`src/hdl/softened_pairwise_accel_2d_assert.svh`:
```
// Assertion macros shared by the accelerator RTL.
`ifndef SOFTENED_PAIRWISE_ACCEL_2D_ASSERT_SVH
`define SOFTENED_PAIRWISE_ACCEL_2D_ASSERT_SVH

// Same-cycle implication, disabled in reset.
`define SPA_ASSERT_IMP(lbl, clk, rst, ante, cons, msg) \
   lbl: assert property (@(posedge clk) disable iff (rst) (ante) |-> (cons)) else $error(msg);

// Next-cycle implication, disabled in reset.
`define SPA_ASSERT_NXT(lbl, clk, rst, ante, cons, msg) \
   lbl: assert property (@(posedge clk) disable iff (rst) (ante) |=> (cons)) else $error(msg);

`endif

```
`src/hdl/spa_pkg.sv`:
```
// ----------------------------------------------------------------------------
// spa_pkg
// Types and fixed constants of the softened pairwise acceleration engine.
// ----------------------------------------------------------------------------
package spa_pkg;

   localparam int POS_W  = 32;
   localparam int MASS_W = 32;
   localparam int ACC_W  = 48;
   localparam int SOFT_W = 32;
   localparam int CNT_W  = 9;
   localparam int DIFF_W = 33;
   localparam int SQ_W   = 66;
   localparam int PROD_W = 65;
   localparam int NUM_W  = 95;
   localparam int DEN_W  = 66;
   localparam int QUO_W  = 63;
   localparam int STEP_W = 6;
   localparam int REQ_W  = 200;
   localparam int RSP_W  = 104;
   localparam int IDX_W  = 2;

   localparam logic [SOFT_W-1:0] SOFT_RESET = 32'd115292150;
   localparam logic [QUO_W-1:0]  TERM_CAP   = {1'b1, 62'd0};

   typedef enum logic [1:0] {
      MODE_LOAD   = 2'd0,
      MODE_SOURCE = 2'd1,
      MODE_READ   = 2'd2,
      MODE_NONE   = 2'd3
   } mode_type;

   typedef enum logic [IDX_W-1:0] {
      REG_SOFTENING  = 2'd0,
      REG_DEST_COUNT = 2'd1,
      REG_SPARE2     = 2'd2,
      REG_SPARE3     = 2'd3
   } reg_index_type;

   typedef enum logic [2:0] {
      ST_IDLE,
      ST_READ,
      ST_LATCH,
      ST_MUL,
      ST_DEN,
      ST_DIV,
      ST_WB,
      ST_RESP
   } state_type;

endpackage

```
`src/hdl/spa_div.sv`:
```
// ----------------------------------------------------------------------------
// spa_div
// Bit-serial restoring divider: 95-bit numerator over 66-bit denominator,
// one quotient bit a cycle, quotient capped at 2^62.
// ----------------------------------------------------------------------------
module spa_div (
   input  logic                       clock,
   input  logic                       reset,
   input  logic                       start,
   input  logic [spa_pkg::NUM_W-1:0]  num,
   input  logic [spa_pkg::DEN_W-1:0]  den,
   output logic                       done,
   output logic [spa_pkg::QUO_W-1:0]  quo
);
   import spa_pkg::*;

   logic [DEN_W:0]       rem_ff, rem_in;
   logic [QUO_W-1:0]     low_ff, low_in;
   logic [QUO_W-1:0]     quo_ff, quo_in;
   logic [DEN_W-1:0]     den_ff, den_in;
   logic [STEP_W-1:0]    cnt_ff, cnt_in;
   logic                 busy_ff, busy_in;
   logic                 done_ff, done_in;
   logic                 ovf_ff, ovf_in;
   logic [DEN_W:0]       trial;
   logic                 fits;

   always_comb begin
      trial = {rem_ff[DEN_W-1:0], low_ff[QUO_W-1]};
      fits  = (trial >= {1'b0, den_ff});
      rem_in  = rem_ff;
      low_in  = low_ff;
      quo_in  = quo_ff;
      den_in  = den_ff;
      cnt_in  = cnt_ff;
      busy_in = busy_ff;
      done_in = 1'b0;
      ovf_in  = ovf_ff;
      if (start) begin
         // quotient overflows 63 bits when the top part already reaches den
         ovf_in  = ({{(DEN_W-(NUM_W-QUO_W)){1'b0}}, num[NUM_W-1:QUO_W]} >= den);
         rem_in  = {{(DEN_W+1-(NUM_W-QUO_W)){1'b0}}, num[NUM_W-1:QUO_W]};
         low_in  = num[QUO_W-1:0];
         den_in  = den;
         quo_in  = '0;
         cnt_in  = STEP_W'(QUO_W - 1);
         busy_in = 1'b1;
      end else if (busy_ff) begin
         rem_in = fits ? (trial - {1'b0, den_ff}) : trial;
         low_in = {low_ff[QUO_W-2:0], 1'b0};
         quo_in = {quo_ff[QUO_W-2:0], fits};
         cnt_in = cnt_ff - STEP_W'(1);
         if (cnt_ff == '0) begin
            busy_in = 1'b0;
            done_in = 1'b1;
         end
      end
   end

   always_ff @(posedge clock) begin
      if (reset) begin
         busy_ff <= 1'b0;
         done_ff <= 1'b0;
      end else begin
         busy_ff <= busy_in;
         done_ff <= done_in;
      end
      rem_ff <= rem_in;
      low_ff <= low_in;
      quo_ff <= quo_in;
      den_ff <= den_in;
      cnt_ff <= cnt_in;
      ovf_ff <= ovf_in;
   end

   assign done = done_ff;
   assign quo  = (ovf_ff || (quo_ff[QUO_W-1] && (|quo_ff[QUO_W-2:0]))) ? TERM_CAP : quo_ff;

endmodule

```
`config.mk`:
```
export PLATFORM = sky130hd
export DESIGN_NAME = spa_div
export DESIGN_NICKNAME = d
export VERILOG_FILES = /design/src/hdl/softened_pairwise_accel_2d_assert.svh /design/src/hdl/spa_pkg.sv /design/src/hdl/spa_div.sv
export SDC_FILE = /design/constraint.sdc
export NUM_CORES = 1
export LEC_CHECK = 0
export ABC_AREA = 1
export BUFFER_PORTS_ARGS = -buffer_cell sky130_fd_sc_hd__buf_2
export CORE_MARGIN = 3
export CORE_UTILIZATION = 50
export DETAILED_ROUTE_END_ITERATION = 12
export GPL_TIMING_DRIVEN = 0
export PLACE_DENSITY = 0.71
export SLEW_MARGIN = 40
export SYNTH_ARGS = -nofsm -noshare
export SYNTH_HDL_FRONTEND = slang
export SYNTH_SLANG_ARGS = --single-unit
```
`constraint.sdc`:
```
create_clock -name clock -period 7.3 [get_ports clock]
set_input_delay 0.365 -clock clock [delete_from_list [all_inputs] [get_ports clock]]
set_output_delay 0.365 -clock clock [all_outputs]
set_load 0.01 [all_outputs]
```
## Word-level counts from Yosys, hierarchy flattened

Index checks and enable logic that the tools add are counted.

- $add $sub $neg: 2
- Magnitude comparators: 2
- Muxes and demuxes: 10
- Bitwise gates (word level): 1
- Reductions and logical operators: 6

Operators by type and width:

| cell | number |
|---|---|
| two-way mux 63 bit | 3 |
| >= comparator 67 x 66 -> 1 bit | 1 |
| >= comparator 32 x 66 -> 1 bit | 1 |
| two-way mux 66 bit | 1 |
| subtractor 66 bit | 1 |
| two-way mux 32 bit | 2 |
| OR reduction 62 bit | 1 |
| zero test 6 bit | 1 |
| subtractor 6 x 1 -> 6 bit, second input constant | 1 |
| two-way mux 1 bit | 4 |
| OR reduction 3 bit | 1 |
| nonzero test 2 bit | 1 |
| logical AND 1 bit | 1 |
| logical OR 1 bit | 1 |
| inverter 1 bit | 1 |

- Bits in registers: 267
- Input port bits: 164
- Word-level logic and storage cells: 30

## Logic depth before layout (Yosys ltp)

Gate-level depths: netlist (run 1).

- Word-level depth: 4
- Gate-level depth with buffers: 19
- Gate-level depth less buffers: 19

## Least setup slack after synthesis (run 1)

OpenSTA, ideal clock, no wires.

- Path type: input -> register
- Start point: input port start
- End point: register low_ff[0] (enable)
- Library setup time: 0.497 ns
- Arrival time: 3.739 ns
- Path slack: 3.065 ns
- Stages on the path: 4
- Path buffers: 2
- Cell sequence: clkbuf_1 nor2_1 inv_2 clkbuf_1

- Cells in the longest elaborated chain, start to end: 1

Ends and longest elaborated chain:

| what | RTL line | RTL |
|---|---|---|
| from (decl) | spa_div.sv:9 | `input logic start,` |
| nonzero test 2 bit (no source line) | - |  |
| to (signal assigned) | spa_div.sv:69 | `low_ff <= low_in;` |
| to (decl) | spa_div.sv:18 | `logic [QUO_W-1:0] low_ff, low_in;` |

No other way between the ends.
A chain may end at the register's enable or synchronous reset.

## Worst setup path in the final report (run 1)

- Start point: register rem_ff[9]
- End point: register rem_ff[31] (data pin)

- Cells in the longest elaborated chain, start to end: 4
- Elaborated cells between the ends (all ways): 5
- Classes of those cells: add/sub (1); order compare (1); mux (3)

Ends and longest elaborated chain:

| what | RTL line | RTL |
|---|---|---|
| from (decl) | spa_div.sv:17 | `logic [DEN_W:0] rem_ff, rem_in;` |
| from (signal assigned) | spa_div.sv:68 | `rem_ff <= rem_in;` |
| subtractor 66 bit or >= comparator 67 x 66 -> 1 bit (tied branches) | spa_div.sv:49, spa_div.sv:30 |  |
| two-way mux 66 bit * | spa_div.sv:49 | `rem_in = fits ? (trial - {1'b0, den_ff}) : trial;` |
| two-way mux 32 bit * | spa_div.sv:48 | `end else if (busy_ff) begin` |
| two-way mux 32 bit * | spa_div.sv:39 | `if (start) begin` |
| via rem_in[31] | spa_div.sv:17 |  |

The timed path passes the listed nets; every way through them passes the cells marked *. The select of a mux whose other input is x is not followed.

==> results.py, run 1 <==
metrics = {
    "worst_hold_path": {
        "class_of_the_most_critical_hold_timing_path": "input pin to flop",
        "holdCritStartpoint": "den[63]",
    },
    "timing": {
        "timing.final.crit_share_pct": 49.2,
        "timing.slew.headroom_pct": 37.7,
        "setup_viol_count_final": 0,
        "finalCriticalPeriod_ns": 3.59,
        "max_slew.worst_pin.slew_ns": 0.935,
        "fin_hold_ws_ns": 0.0213,
        "finalHoldViolations": 0,
        "slew_viol_final": 0,
        "grt_setup_unrepaired": "false",
        "fin_skew_ns": 0.0118,
        "max_freq_mhz": 279,
        "setup-tns-final_ns": 0,
    },
    "synth": {
        "post_synth_top_area_share_pct": 26.9,
        "synth_enable_flop_cells": 162,
        "post_synth_instance_area_sq_mm": 0.0181,
        "synth.top_cells.by_area": "sky130_fd_sc_hd__edfxtp_1 (27%), sky130_fd_sc_hd__nand2_1 (22%), sky130_fd_sc_hd__dfxtp_1 (12%)",
        "yosysTopAreaCell": "sky130_fd_sc_hd__edfxtp_1",
        "synth_seq_area_share_pct": 38.6,
        "post_synthesis_compound_gate_area_fraction_pct": 5.41,
        "synth.lib_cells_used.distinct": 41,
        "xor_xnor_cell_area_share_of_the_yosys_netlist_pct": 1.50,
        "netlist_instances": 2631,
        "synth_simple_gate_area_share_pct": 36.0,
        "synth_warnings": 0,
        "synthesis.area_per_instance_sq_um": 6.86,
        "synthesis.nets": 2896,
        "share_of_cell_area_taken_by_muxes_after_synthesis_pct": 0,
        "async_flop_share_pct": 0,
        "ys_ff_latch": 267,
        "ys_dominant_reg_cell": "sky130_fd_sc_hd__edfxtp_1",
        "synth_top_family_by_area": "simple AND/OR/NAND/NOR gates",
        "yosys.area_share.adder_pct": 7.04,
    },
    "drt": {
        "finalWirelength_mm": 57.9,
        "detail_route.vias_per_cell": 5.10,
        "post-route-drc-count": 0,
        "wl_per_cell_microns": 16.8,
        "drtPass1Iterations": 5,
        "antenna_violating_nets_post_route": 0,
        "route.vias.total": 17500,
        "drt-initial-drc-count": 1262,
    },
    "power": {
        "pwr-share-comb_pct": 20.8,
        "power_density_mw_per_mm2": 187,
        "pwr-share-seq_pct": 43.2,
        "p_int_mw": 2.83,
        "netSwitchingFraction_pct": 29.4,
        "power.share.clock_pct": 36.0,
        "power_leakage_nw": 11.4,
        "net-switching-power_mw": 1.18,
        "vdd_ir_drop_max_v": 0.000215,
    },
    "floorplan": {
        "num_ports": 228,
        "die-height_microns": 196,
        "die_x_microns": 196,
        "dieArea_sq_mm": 0.0384,
        "floorplan.core_area_sq_mm": 0.0351,
        "row_count": 68,
        "starting_density_pct": 51.5,
    },
    "global_routing": {
        "global_route.overflow_total": 0,
        "via_count_of_the_first_global_routing_pass": 17300,
        "grt_max_degree": 39,
        "grt.total_usage_pct": 29.5,
        "grt_antenna_before_repair": 9,
        "grt_first_pass_wirelength_mm": 90.3,
    },
    "clock_network": {
        "ctsResizeCount": 0,
        "cts-root-to-sink-buffers": 3,
        "clk_pin_slew_worst_paths_ns": 0.06,
        "holdBufCountCts": 66,
        "cts.sinks": 267,
        "cts_post_setup_buffers_inserted": 0,
        "ctsRootBufferMaster": "sky130_fd_sc_hd__clkbuf_16",
        "cts_tree": "done",
        "cts-buffers-inserted": 29,
        "insertion_delay_ns": 0.56,
        "h-tree-depth": 1,
    },
    "cells_and_area": {
        "post-route-util_pct": 61.2,
        "final_layout_size_suffix_gt1_share_pct": 10.6,
        "final_cell_mix": "sky130_fd_sc_hd__nand2_1 (1053), sky130_fd_sc_hd__inv_1 (465), sky130_fd_sc_hd__buf_2 (231), sky130_fd_sc_hd__edfxtp_1 (162), sky130_fd_sc_hd__nor2_1 (123)",
        "area_delta_synth_final_pct": 18.7,
        "nFillCells": 3339,
        "design.final.nets": 3223,
        "most_common_cell_after_layout_fill_and_taps_aside": "sky130_fd_sc_hd__nand2_1",
    },
    "worst_setup_path": {
        "worst_r2r_startpoint": "rem_ff[9]$_DFFE_PP_",
        "required_ns": 7.61,
        "worst-endpoint-arrival_ns": 3.90,
        "setup_cp_type": "flop to flop",
        "critical_path.startpoint": "rem_ff[9]$_DFFE_PP_",
        "crit_path_start_kind": "flop",
        "reg2reg_setup_slack_ns": 3.71,
        "critical_path.max_fanout": 10,
        "crit_path_end_kind": "flop",
    },
    "status": {
        "status": "complete, no violations",
    },
    "placed_design": {
        "globalplace.congestion": 1.01,
        "port_buffers": 227,
        "detailed_place_hpwl_mm": 45.6,
    },
    "job": {
        "max-cap-violations": 0,
    },
}
synthesized netlist by cell type, drive strengths merged, types with 9 or more instances:
| cell type | number |
|---|---|
| a21oi | 72 |
| nand2 | 1058 |
| edfxtp | 162 |
| nand3b | 67 |
| o21bai | 9 |
| dfxtp | 105 |
| nor2 | 134 |
| clkbuf | 45 |
| nand3 | 123 |
| nor3 | 22 |
| nand4 | 33 |
| o22ai | 61 |
| buf | 19 |
| and2 | 68 |
| ha | 100 |
| xnor2 | 29 |
| o21ai | 18 |
| nor4 | 16 |
| inv | 475 |
sequential cells by signal, indices dropped and copies added (netlist names):
signal   flops
rem_ff      66
busy_ff      1
done         1
quo_ff      63
ovf_ff       1
low_ff      63
cnt_ff       6
den_ff      66
final cells by class:
cell class / count / area [sq um] / share of cell area, %
inverters: 475 / 1780 / 8.32
plain buffers: 64 / 293 / 1.37
repair buffers: 296 / 1860 / 8.69
clock buffers: 38 / 800 / 3.73
diodes: 4 / 10.0 / 0.0467
well taps: 455 / 569 / 2.66
multi-input cells: 1825 / 9030 / 42.1
flip-flops and latches: 267 / 6970 / 32.5
clock inverters: 15 / 125 / 0.584
routing by layer:
metal,GRT usage (%),part of all wire (%),vias up
li1,-,-,8911
met5,0,0.088,-
met2,48.0,44,582
met4,9.72,3.4,10
met1,39.5,45,7930
met3,5.89,7.5,114
final timing paths:
check                                          endpoint  depth (start not counted)
worst min register to register  rem_ff[48]$_SDFFE_PP0P_                          2
worst max register to register     rem_ff[31]$_DFFE_PP_                         14
worst min-delay path               den_ff[63]$_DFFE_PP_                          1
worst max-delay path               rem_ff[31]$_DFFE_PP_                         14
cell families after synthesis:
| kind of cell | after synthesis |
|---|---|
| xor+xnor | 31 |
| compound gates | 170 |
| flops | 267 |
| fa+ha+maj | 101 |
| buf+inv | 539 |
| simple gates | 1523 |
metrics by stage:
step | instance area (sq um) | power, mW | setup WS [ns] | std cells
after detailed placement | 19800 | 2.56 | 3.84 | 3316
after floorplan | 18100 | 2.29 | 3.06 | 2631
final | 21400 | 4.01 | 3.71 | 3439
after global placement | 19800 | 2.54 | 0.00357 | 3313
after global routing | 21400 | 4.20 | 3.61 | 3439
after CTS | 21400 | 4.03 | 3.82 | 3435
power by group through the flow:
stage          logic [mW]  registers (mW)  clock network, mW
6_report            0.834            1.73               1.45
2_1_floorplan       0.528            1.76                  0
3_5_place_dp        0.791            1.77                  0
4_1_cts             0.824            1.73               1.47
3_3_place_gp        0.775            1.77                  0
5_1_grt             0.931            1.74               1.53
worst max-delay path, stage by stage, from the launching register on:
cell and delay, ns:
sky130_fd_sc_hd__edfxtp_1 0.42, sky130_fd_sc_hd__ha_1 0.38, sky130_fd_sc_hd__nand2_2 0.13, sky130_fd_sc_hd__inv_1 0.06, sky130_fd_sc_hd__a21oi_2 0.25, sky130_fd_sc_hd__nand2_1 0.09, sky130_fd_sc_hd__nand2_1 0.06, sky130_fd_sc_hd__nand3_1 0.29
sky130_fd_sc_hd__nand2_1 0.22, sky130_fd_sc_hd__nand3_2 0.10, sky130_fd_sc_hd__nand2_2 0.25, sky130_fd_sc_hd__buf_1 0.74, sky130_fd_sc_hd__nand3b_1 0.14, sky130_fd_sc_hd__nand3_1 0.14, sky130_fd_sc_hd__nand2_1 0.06
Power figures use the tool's default switching activity.
==> run 2: changes to the inputs <==
clock period = 3.66 ns   (was 7.3 ns; I/O delays follow)
==> results.py, run 2 (synthesis results as in run 1) <==
metrics = {
    "worst_hold_path": {
        "min_path_cells": 2,
        "holdCritStartpoint": "den[50]",
        "class_of_the_most_critical_hold_timing_path": "input pin to flop",
        "worst_hold_path.endpoint": "den_ff[50]$_DFFE_PP_",
    },
    "placed_design": {
        "port_buffers": 227,
        "detailed_place_hpwl_mm": 46.3,
        "globalplace.congestion": 1.02,
    },
    "power": {
        "power_density_mw_per_mm2": 376,
        "power_leakage_nw": 11.8,
        "total_power_mw": 8.47,
        "vdd_ir_drop_max_v": 0.000460,
    },
    "timing": {
        "slew_viol_final": 0,
        "finalCriticalPeriod_ns": 3.35,
        "fin_hold_ws_ns": 0.311,
        "fin_skew_ns": 0.0331,
        "timing.slew.headroom_pct": 44.3,
        "grt_setup_unrepaired": "false",
        "max_slew.worst_pin.slew_ns": 0.835,
        "timing.final.crit_share_pct": 91.4,
        "max_freq_mhz": 299,
        "setup_viol_count_final": 0,
        "finalHoldViolations": 0,
    },
    "clock_network": {
        "ctsRootBufferMaster": "sky130_fd_sc_hd__clkbuf_16",
        "cts-root-to-sink-buffers": 3,
        "insertion_delay_ns": 0.60,
        "cts_tree": "done",
        "cts.sinks": 267,
        "h-tree-depth": 1,
        "cts-buffers-inserted": 29,
        "clk_pin_slew_worst_paths_ns": 0.07,
    },
    "worst_setup_path": {
        "slowest_cp_cell": "sky130_fd_sc_hd__nor3_1",
        "reg2reg_setup_slack_ns": 0.31,
        "worst-endpoint-arrival_ns": 3.69,
        "worst_r2r_startpoint": "rem_ff[17]$_DFFE_PP_",
        "critical_path.max_fanout": 10,
        "worst_path_largest_cell_delay_ns": 0.44,
        "crit_top_cell": "sky130_fd_sc_hd__nand2_1",
        "timing.rr.end": "rem_ff[0]$_DFFE_PP_",
        "worstRegToRegCells": 13,
        "required_ns": 4.01,
        "setup_cp_type": "flop to flop",
        "crit_path_cell_trace": "ha_1, nand2_1, nor2_1, nand2_1, nor3_1, nand4_1, nand2_1, nor2_2, nand2_4, buf_2, nand2_1, nand3_1, nand2_1",
        "crit_path_start_kind": "flop",
        "crit_path_end_kind": "flop",
    },
    "drt": {
        "drt-initial-drc-count": 1324,
        "wl_per_cell_microns": 17.4,
        "route.vias.total": 18200,
        "detail_route.vias_per_cell": 5.15,
        "finalWirelength_mm": 61.6,
        "post-route-drc-count": 0,
        "antenna_violating_nets_post_route": 0,
        "drtPass1Iterations": 5,
    },
    "cells_and_area": {
        "post-route-util_pct": 64.3,
        "largest_registers": "den_ff: 66 flops, rem_ff: 66 flops",
        "area_delta_synth_final_pct": 24.8,
        "design.final.nets": 3319,
        "final_layout_size_suffix_gt1_share_pct": 10.5,
        "most_common_cell_after_layout_fill_and_taps_aside": "sky130_fd_sc_hd__nand2_1",
        "final_cell_mix": "sky130_fd_sc_hd__nand2_1 (1053), sky130_fd_sc_hd__inv_1 (465), sky130_fd_sc_hd__buf_2 (231), sky130_fd_sc_hd__dlygate4sd3_1 (163), sky130_fd_sc_hd__edfxtp_1 (162)",
    },
    "global_routing": {
        "grt_max_degree": 54,
        "grt_antenna_before_repair": 2,
        "global_route.overflow_total": 0,
        "grt_first_pass_wirelength_mm": 95.2,
        "via_count_of_the_first_global_routing_pass": 18000,
        "grt.total_usage_pct": 31.3,
    },
    "floorplan": {
        "starting_density_pct": 51.5,
        "die_x_microns": 196,
        "num_ports": 228,
        "floorplan.core_area_sq_mm": 0.0351,
        "die-height_microns": 196,
        "dieArea_sq_mm": 0.0384,
        "row_count": 68,
    },
    "status": {
        "status": "complete, no violations",
    },
    "job": {
        "max-cap-violations": 0,
    },
}
run 2: cell count changes in the layout (fill, tap and decap cells not counted), moves of 2 or more:
cell | before | now
sky130_fd_sc_hd__clkinv_1 | 4 | 0
sky130_fd_sc_hd__clkbuf_8 | 4 | 7
sky130_fd_sc_hd__diode_2 | 4 | 2
sky130_fd_sc_hd__clkbuf_2 | 0 | 3
sky130_fd_sc_hd__dlygate4sd3_1 | 66 | 163
sky130_fd_sc_hd__buf_12 | 4 | 2
sky130_fd_sc_hd__clkinv_2 | 7 | 5
sky130_fd_sc_hd__buf_1 | 10 | 8
sky130_fd_sc_hd__clkbuf_16 | 29 | 33
run 2: layout make-up:
type,count,area (sq um)
diodes,2,5.00
plain buffers,64,303
clock buffers,44,927
clock inverters,9,135
fillers,3097,12500
inverters,475,1780
multi-input cells,1825,9030
flip-flops and latches,267,6970
well taps,455,569
repair buffers,392,2820
run 2: how the worst max path moves through the flow:
stage,from,to,slack (ns),cells after the start
2_1_floorplan,start,low_ff[0]$_SDFFCE_PN0P_,1.13,4
3_3_place_gp,start,rem_ff[1]$_DFFE_PP_,-1.42,5
3_5_place_dp,rem_ff[8]$_DFFE_PP_,rem_ff[31]$_DFFE_PP_,0.16,14
4_1_cts,rem_ff[9]$_DFFE_PP_,rem_ff[31]$_DFFE_PP_,0.13,14
5_1_grt,rem_ff[10]$_DFFE_PP_,rem_ff[31]$_DFFE_PP_,0.09,15
6_report,rem_ff[17]$_DFFE_PP_,rem_ff[0]$_DFFE_PP_,0.31,13
run 2: repair_timing:
item	4_1_cts	5_1_grt
endpoints found under the setup margin	0	1
setup buffers	0	0
hold buffers	163	0
gates resized for setup	0	1
hold endpoints to repair	186	0
run 2: layer usage:
metal / up-vias / global-route usage (%) / routed length [microns]
met5: - / 0 / 0
met4: 0 / 11.6 / 2480
met3: 125 / 6.54 / 4760
met2: 673 / 51.5 / 27700
met1: 8313 / 40.7 / 26600
li1: 9094 / - / -
run 2: through the flow:
stage / area [sq um] / TNS [ns] / setup WS (ns) / instances
6_report: 22500 / 0 / 0.313 / 3533
4_1_cts: 22500 / 0 / 0.134 / 3531
5_1_grt: 22500 / 0 / 0.0912 / 3533
2_1_floorplan: 18100 / 0 / 1.13 / 2631
3_5_place_dp: 19800 / 0 / 0.155 / 3315
3_3_place_gp: 19800 / -145.06 / -1.42 / 3313
run 2: worst max-delay path: cells and delay by family (launching register included):
family / cells / cell delay (ns)
adder cells (fa/ha/maj): 1 / 0.37
flip-flops: 1 / 0.41
AND/OR/NAND/NOR: 11 / 1.92
buffers and inverters: 1 / 0.37
run 2: report_power, final:
group / switching [mW] / leakage [nW] / internal, mW
Clock: 1.28 / 0.527 / 1.96
Sequential: 0.0653 / 2.48 / 3.40
Combinational: 1.11 / 8.84 / 0.650
==> run 3: changes to the inputs <==
--- a/config.mk
+++ b/config.mk
@@ -14,2 +14,3 @@
 export PLACE_DENSITY = 0.71
+export SETUP_SLACK_MARGIN = 0.1
 export SLEW_MARGIN = 40
--- a/constraint.sdc
+++ b/constraint.sdc
@@ -3,2 +3,2 @@
 set_output_delay 0.183 -clock clock [all_outputs]
-set_load 0.01 [all_outputs]
+set_load 0.02 [all_outputs]
==> results.py, run 3 (synthesis results as in run 1) <==
metrics = {
    "status": {
        "status": "complete, no violations",
    },
    "timing": {
        "timing.final.crit_share_pct": 90.6,
        "grt_setup_unrepaired": "false",
        "worst_slack_ns": 0.345,
        "max_slew.worst_pin.slew_ns": 0.830,
        "finalHoldViolations": 0,
        "slew_viol_final": 0,
        "setup_viol_count_final": 0,
        "max_freq_mhz": 302,
        "finalCriticalPeriod_ns": 3.31,
        "timing.slew.headroom_pct": 44.7,
        "fin_skew_ns": 0.0337,
    },
    "power": {
        "power_density_mw_per_mm2": 376,
        "net-switching-power_mw": 2.46,
        "p_int_mw": 6.01,
        "pwr-share-seq_pct": 40.9,
        "power_leakage_nw": 11.8,
        "power.share.clock_pct": 38.3,
        "netSwitchingFraction_pct": 29.1,
        "vdd_ir_drop_max_v": 0.000463,
        "pwr-share-comb_pct": 20.8,
    },
    "worst_hold_path": {
        "class_of_the_most_critical_hold_timing_path": "input pin to flop",
    },
    "floorplan": {
        "dieArea_sq_mm": 0.0384,
        "floorplan.core_area_sq_mm": 0.0351,
        "row_count": 68,
        "num_ports": 228,
        "die-height_microns": 196,
        "die_x_microns": 196,
        "starting_density_pct": 51.5,
    },
    "drt": {
        "antenna_violating_nets_post_route": 0,
        "detail_route.vias_per_cell": 5.15,
        "drtPass1Iterations": 6,
        "drt-initial-drc-count": 1324,
        "route.vias.total": 18200,
        "wl_per_cell_microns": 17.4,
        "post-route-drc-count": 0,
        "finalWirelength_mm": 61.6,
    },
    "placed_design": {
        "port_buffers": 227,
        "dp_area_sq_mm": 0.0198,
        "detailed_place_hpwl_mm": 46.3,
        "placement.setup.worst_slack_ns": 0.155,
        "globalplace.congestion": 1.02,
    },
    "cells_and_area": {
        "largest_registers": "den_ff: 66 flops, rem_ff: 66 flops",
        "design_area_sq_mm": 0.0225,
        "nFillCells": 3096,
        "design.final.nets": 3319,
        "post-route-util_pct": 64.3,
        "multi_input_area_sq_mm": 0.00903,
        "register_area_sq_mm": 0.00697,
        "final_cell_mix": "sky130_fd_sc_hd__nand2_1 (1053), sky130_fd_sc_hd__inv_1 (465), sky130_fd_sc_hd__buf_2 (230), sky130_fd_sc_hd__dlygate4sd3_1 (163), sky130_fd_sc_hd__edfxtp_1 (162)",
        "final_layout_size_suffix_gt1_share_pct": 10.5,
        "most_common_cell_after_layout_fill_and_taps_aside": "sky130_fd_sc_hd__nand2_1",
        "area_delta_synth_final_pct": 24.8,
    },
    "clock_network": {
        "cts-root-to-sink-buffers": 3,
        "cts_post_setup_buffers_inserted": 0,
        "insertion_delay_ns": 0.60,
        "h-tree-depth": 1,
        "clk_pin_slew_worst_paths_ns": 0.07,
        "ctsRootBufferMaster": "sky130_fd_sc_hd__clkbuf_16",
        "cts-buffers-inserted": 29,
        "cts_tree": "done",
        "cts.sinks": 267,
    },
    "global_routing": {
        "global_route.overflow_total": 0,
        "grt_max_degree": 54,
        "via_count_of_the_first_global_routing_pass": 18000,
        "grt.total_usage_pct": 31.3,
        "grt_antenna_before_repair": 2,
        "grt_first_pass_wirelength_mm": 95.2,
    },
    "worst_setup_path": {
        "worst_path_largest_cell_delay_ns": 0.59,
        "worstPathBufferInverterCount": 2,
        "worstRegToRegCells": 14,
        "critical_path.max_fanout": 10,
        "critical_path.top_delay_family": "simple AND/OR/NAND/NOR gates",
        "slowest_cp_cell": "sky130_fd_sc_hd__buf_1",
        "crit_path_end_kind": "flop",
        "crit_path_cell_trace": "ha_1, nand2_2, inv_1, a21oi_2, nand2_1, nand2_1, nand3_1, nand2_1, nand3_2, nand2_2, buf_1, nand3b_1, nand3_1, nand2_1",
        "timing.rr.end": "rem_ff[59]$_SDFFE_PP0P_",
        "worst-endpoint-arrival_ns": 3.79,
        "critPathCapture": "rem_ff[59]$_SDFFE_PP0P_",
        "crit_path_start_kind": "flop",
        "critical_path.startpoint": "rem_ff[9]$_DFFE_PP_",
        "crit_top_cell": "sky130_fd_sc_hd__nand2_1",
        "reg2reg_setup_slack_ns": 0.35,
        "cp_num_cells": 14,
        "worst_r2r_startpoint": "rem_ff[9]$_DFFE_PP_",
        "required_ns": 4.14,
        "setup_cp_type": "flop to flop",
    },
    "job": {
        "max-cap-violations": 0,
    },
}
run 3: changes by cell type in the layout (fill, tap and decap cells not counted), sizes merged:
cell | before | now
buf | 246 | 245
clkbuf | 91 | 92
run 3: how the worst min path moves through the flow:
| stage | startpoint | end | slack, ns | cells after the start |
|---|---|---|---|---|
| after global placement | reset | busy_ff$_SDFF_PP0_ | 0.36 | 2 |
| after detailed placement | reset | busy_ff$_SDFF_PP0_ | 0.37 | 2 |
| after floorplan | reset | busy_ff$_SDFF_PP0_ | 0.25 | 1 |
| final | den[50] | den_ff[50]$_DFFE_PP_ | 0.31 | 2 |
| after CTS | den[51] | den_ff[51]$_DFFE_PP_ | 0.28 | 2 |
| after global routing | den[51] | den_ff[51]$_DFFE_PP_ | 0.30 | 2 |
run 3: metrics by stage:
| stage | TNS, ns | std cells | power (mW) | hold slack (ns) |
|---|---|---|---|---|
| after floorplan | 0 | 2631 | 4.56 | 0.252 |
| after global placement | -145.06 | 3313 | 5.07 | 0.356 |
| after detailed placement | 0 | 3315 | 5.11 | 0.371 |
| after CTS | 0 | 3531 | 8.46 | 0.283 |
| after global routing | 0 | 3533 | 8.82 | 0.303 |
| final | 0 | 3533 | 8.47 | 0.310 |
run 3: timing repair:
item | 4_1_cts | 5_1_grt
setup endpoints to repair | 0 | 11
hold buffers | 163 | 0
endpoints found under the hold margin | 186 | 0
gates resized for setup | 0 | 2
run 3: metal layers:
metal	track usage [%]	vias up	part of all wire (%)	routed length, microns
met3	6.54	127	7.9	4850
met4	11.6	0	4.0	2490
li1	-	9095	-	-
met2	51.5	688	45	27700
met1	40.7	8294	43	26500
met5	0	-	0	0
run 3: power by group through the flow:
stage | clock network [mW] | registers [mW] | logic (mW)
after detailed placement | 0 | 3.52 | 1.59
final | 3.24 | 3.46 | 1.77
after CTS | 3.26 | 3.46 | 1.73
after floorplan | 0 | 3.50 | 1.05
after global placement | 0 | 3.52 | 1.55
after global routing | 3.38 | 3.48 | 1.97
run 3: layout make-up:
class,instances,area share [%]
diodes,2,0.0222
well taps,455,2.53
flip-flops and latches,267,30.9
inverters,475,7.91
multi-input cells,1825,40.1
repair buffers,392,12.5
clock buffers,44,4.11
clock inverters,9,0.599
plain buffers,64,1.35
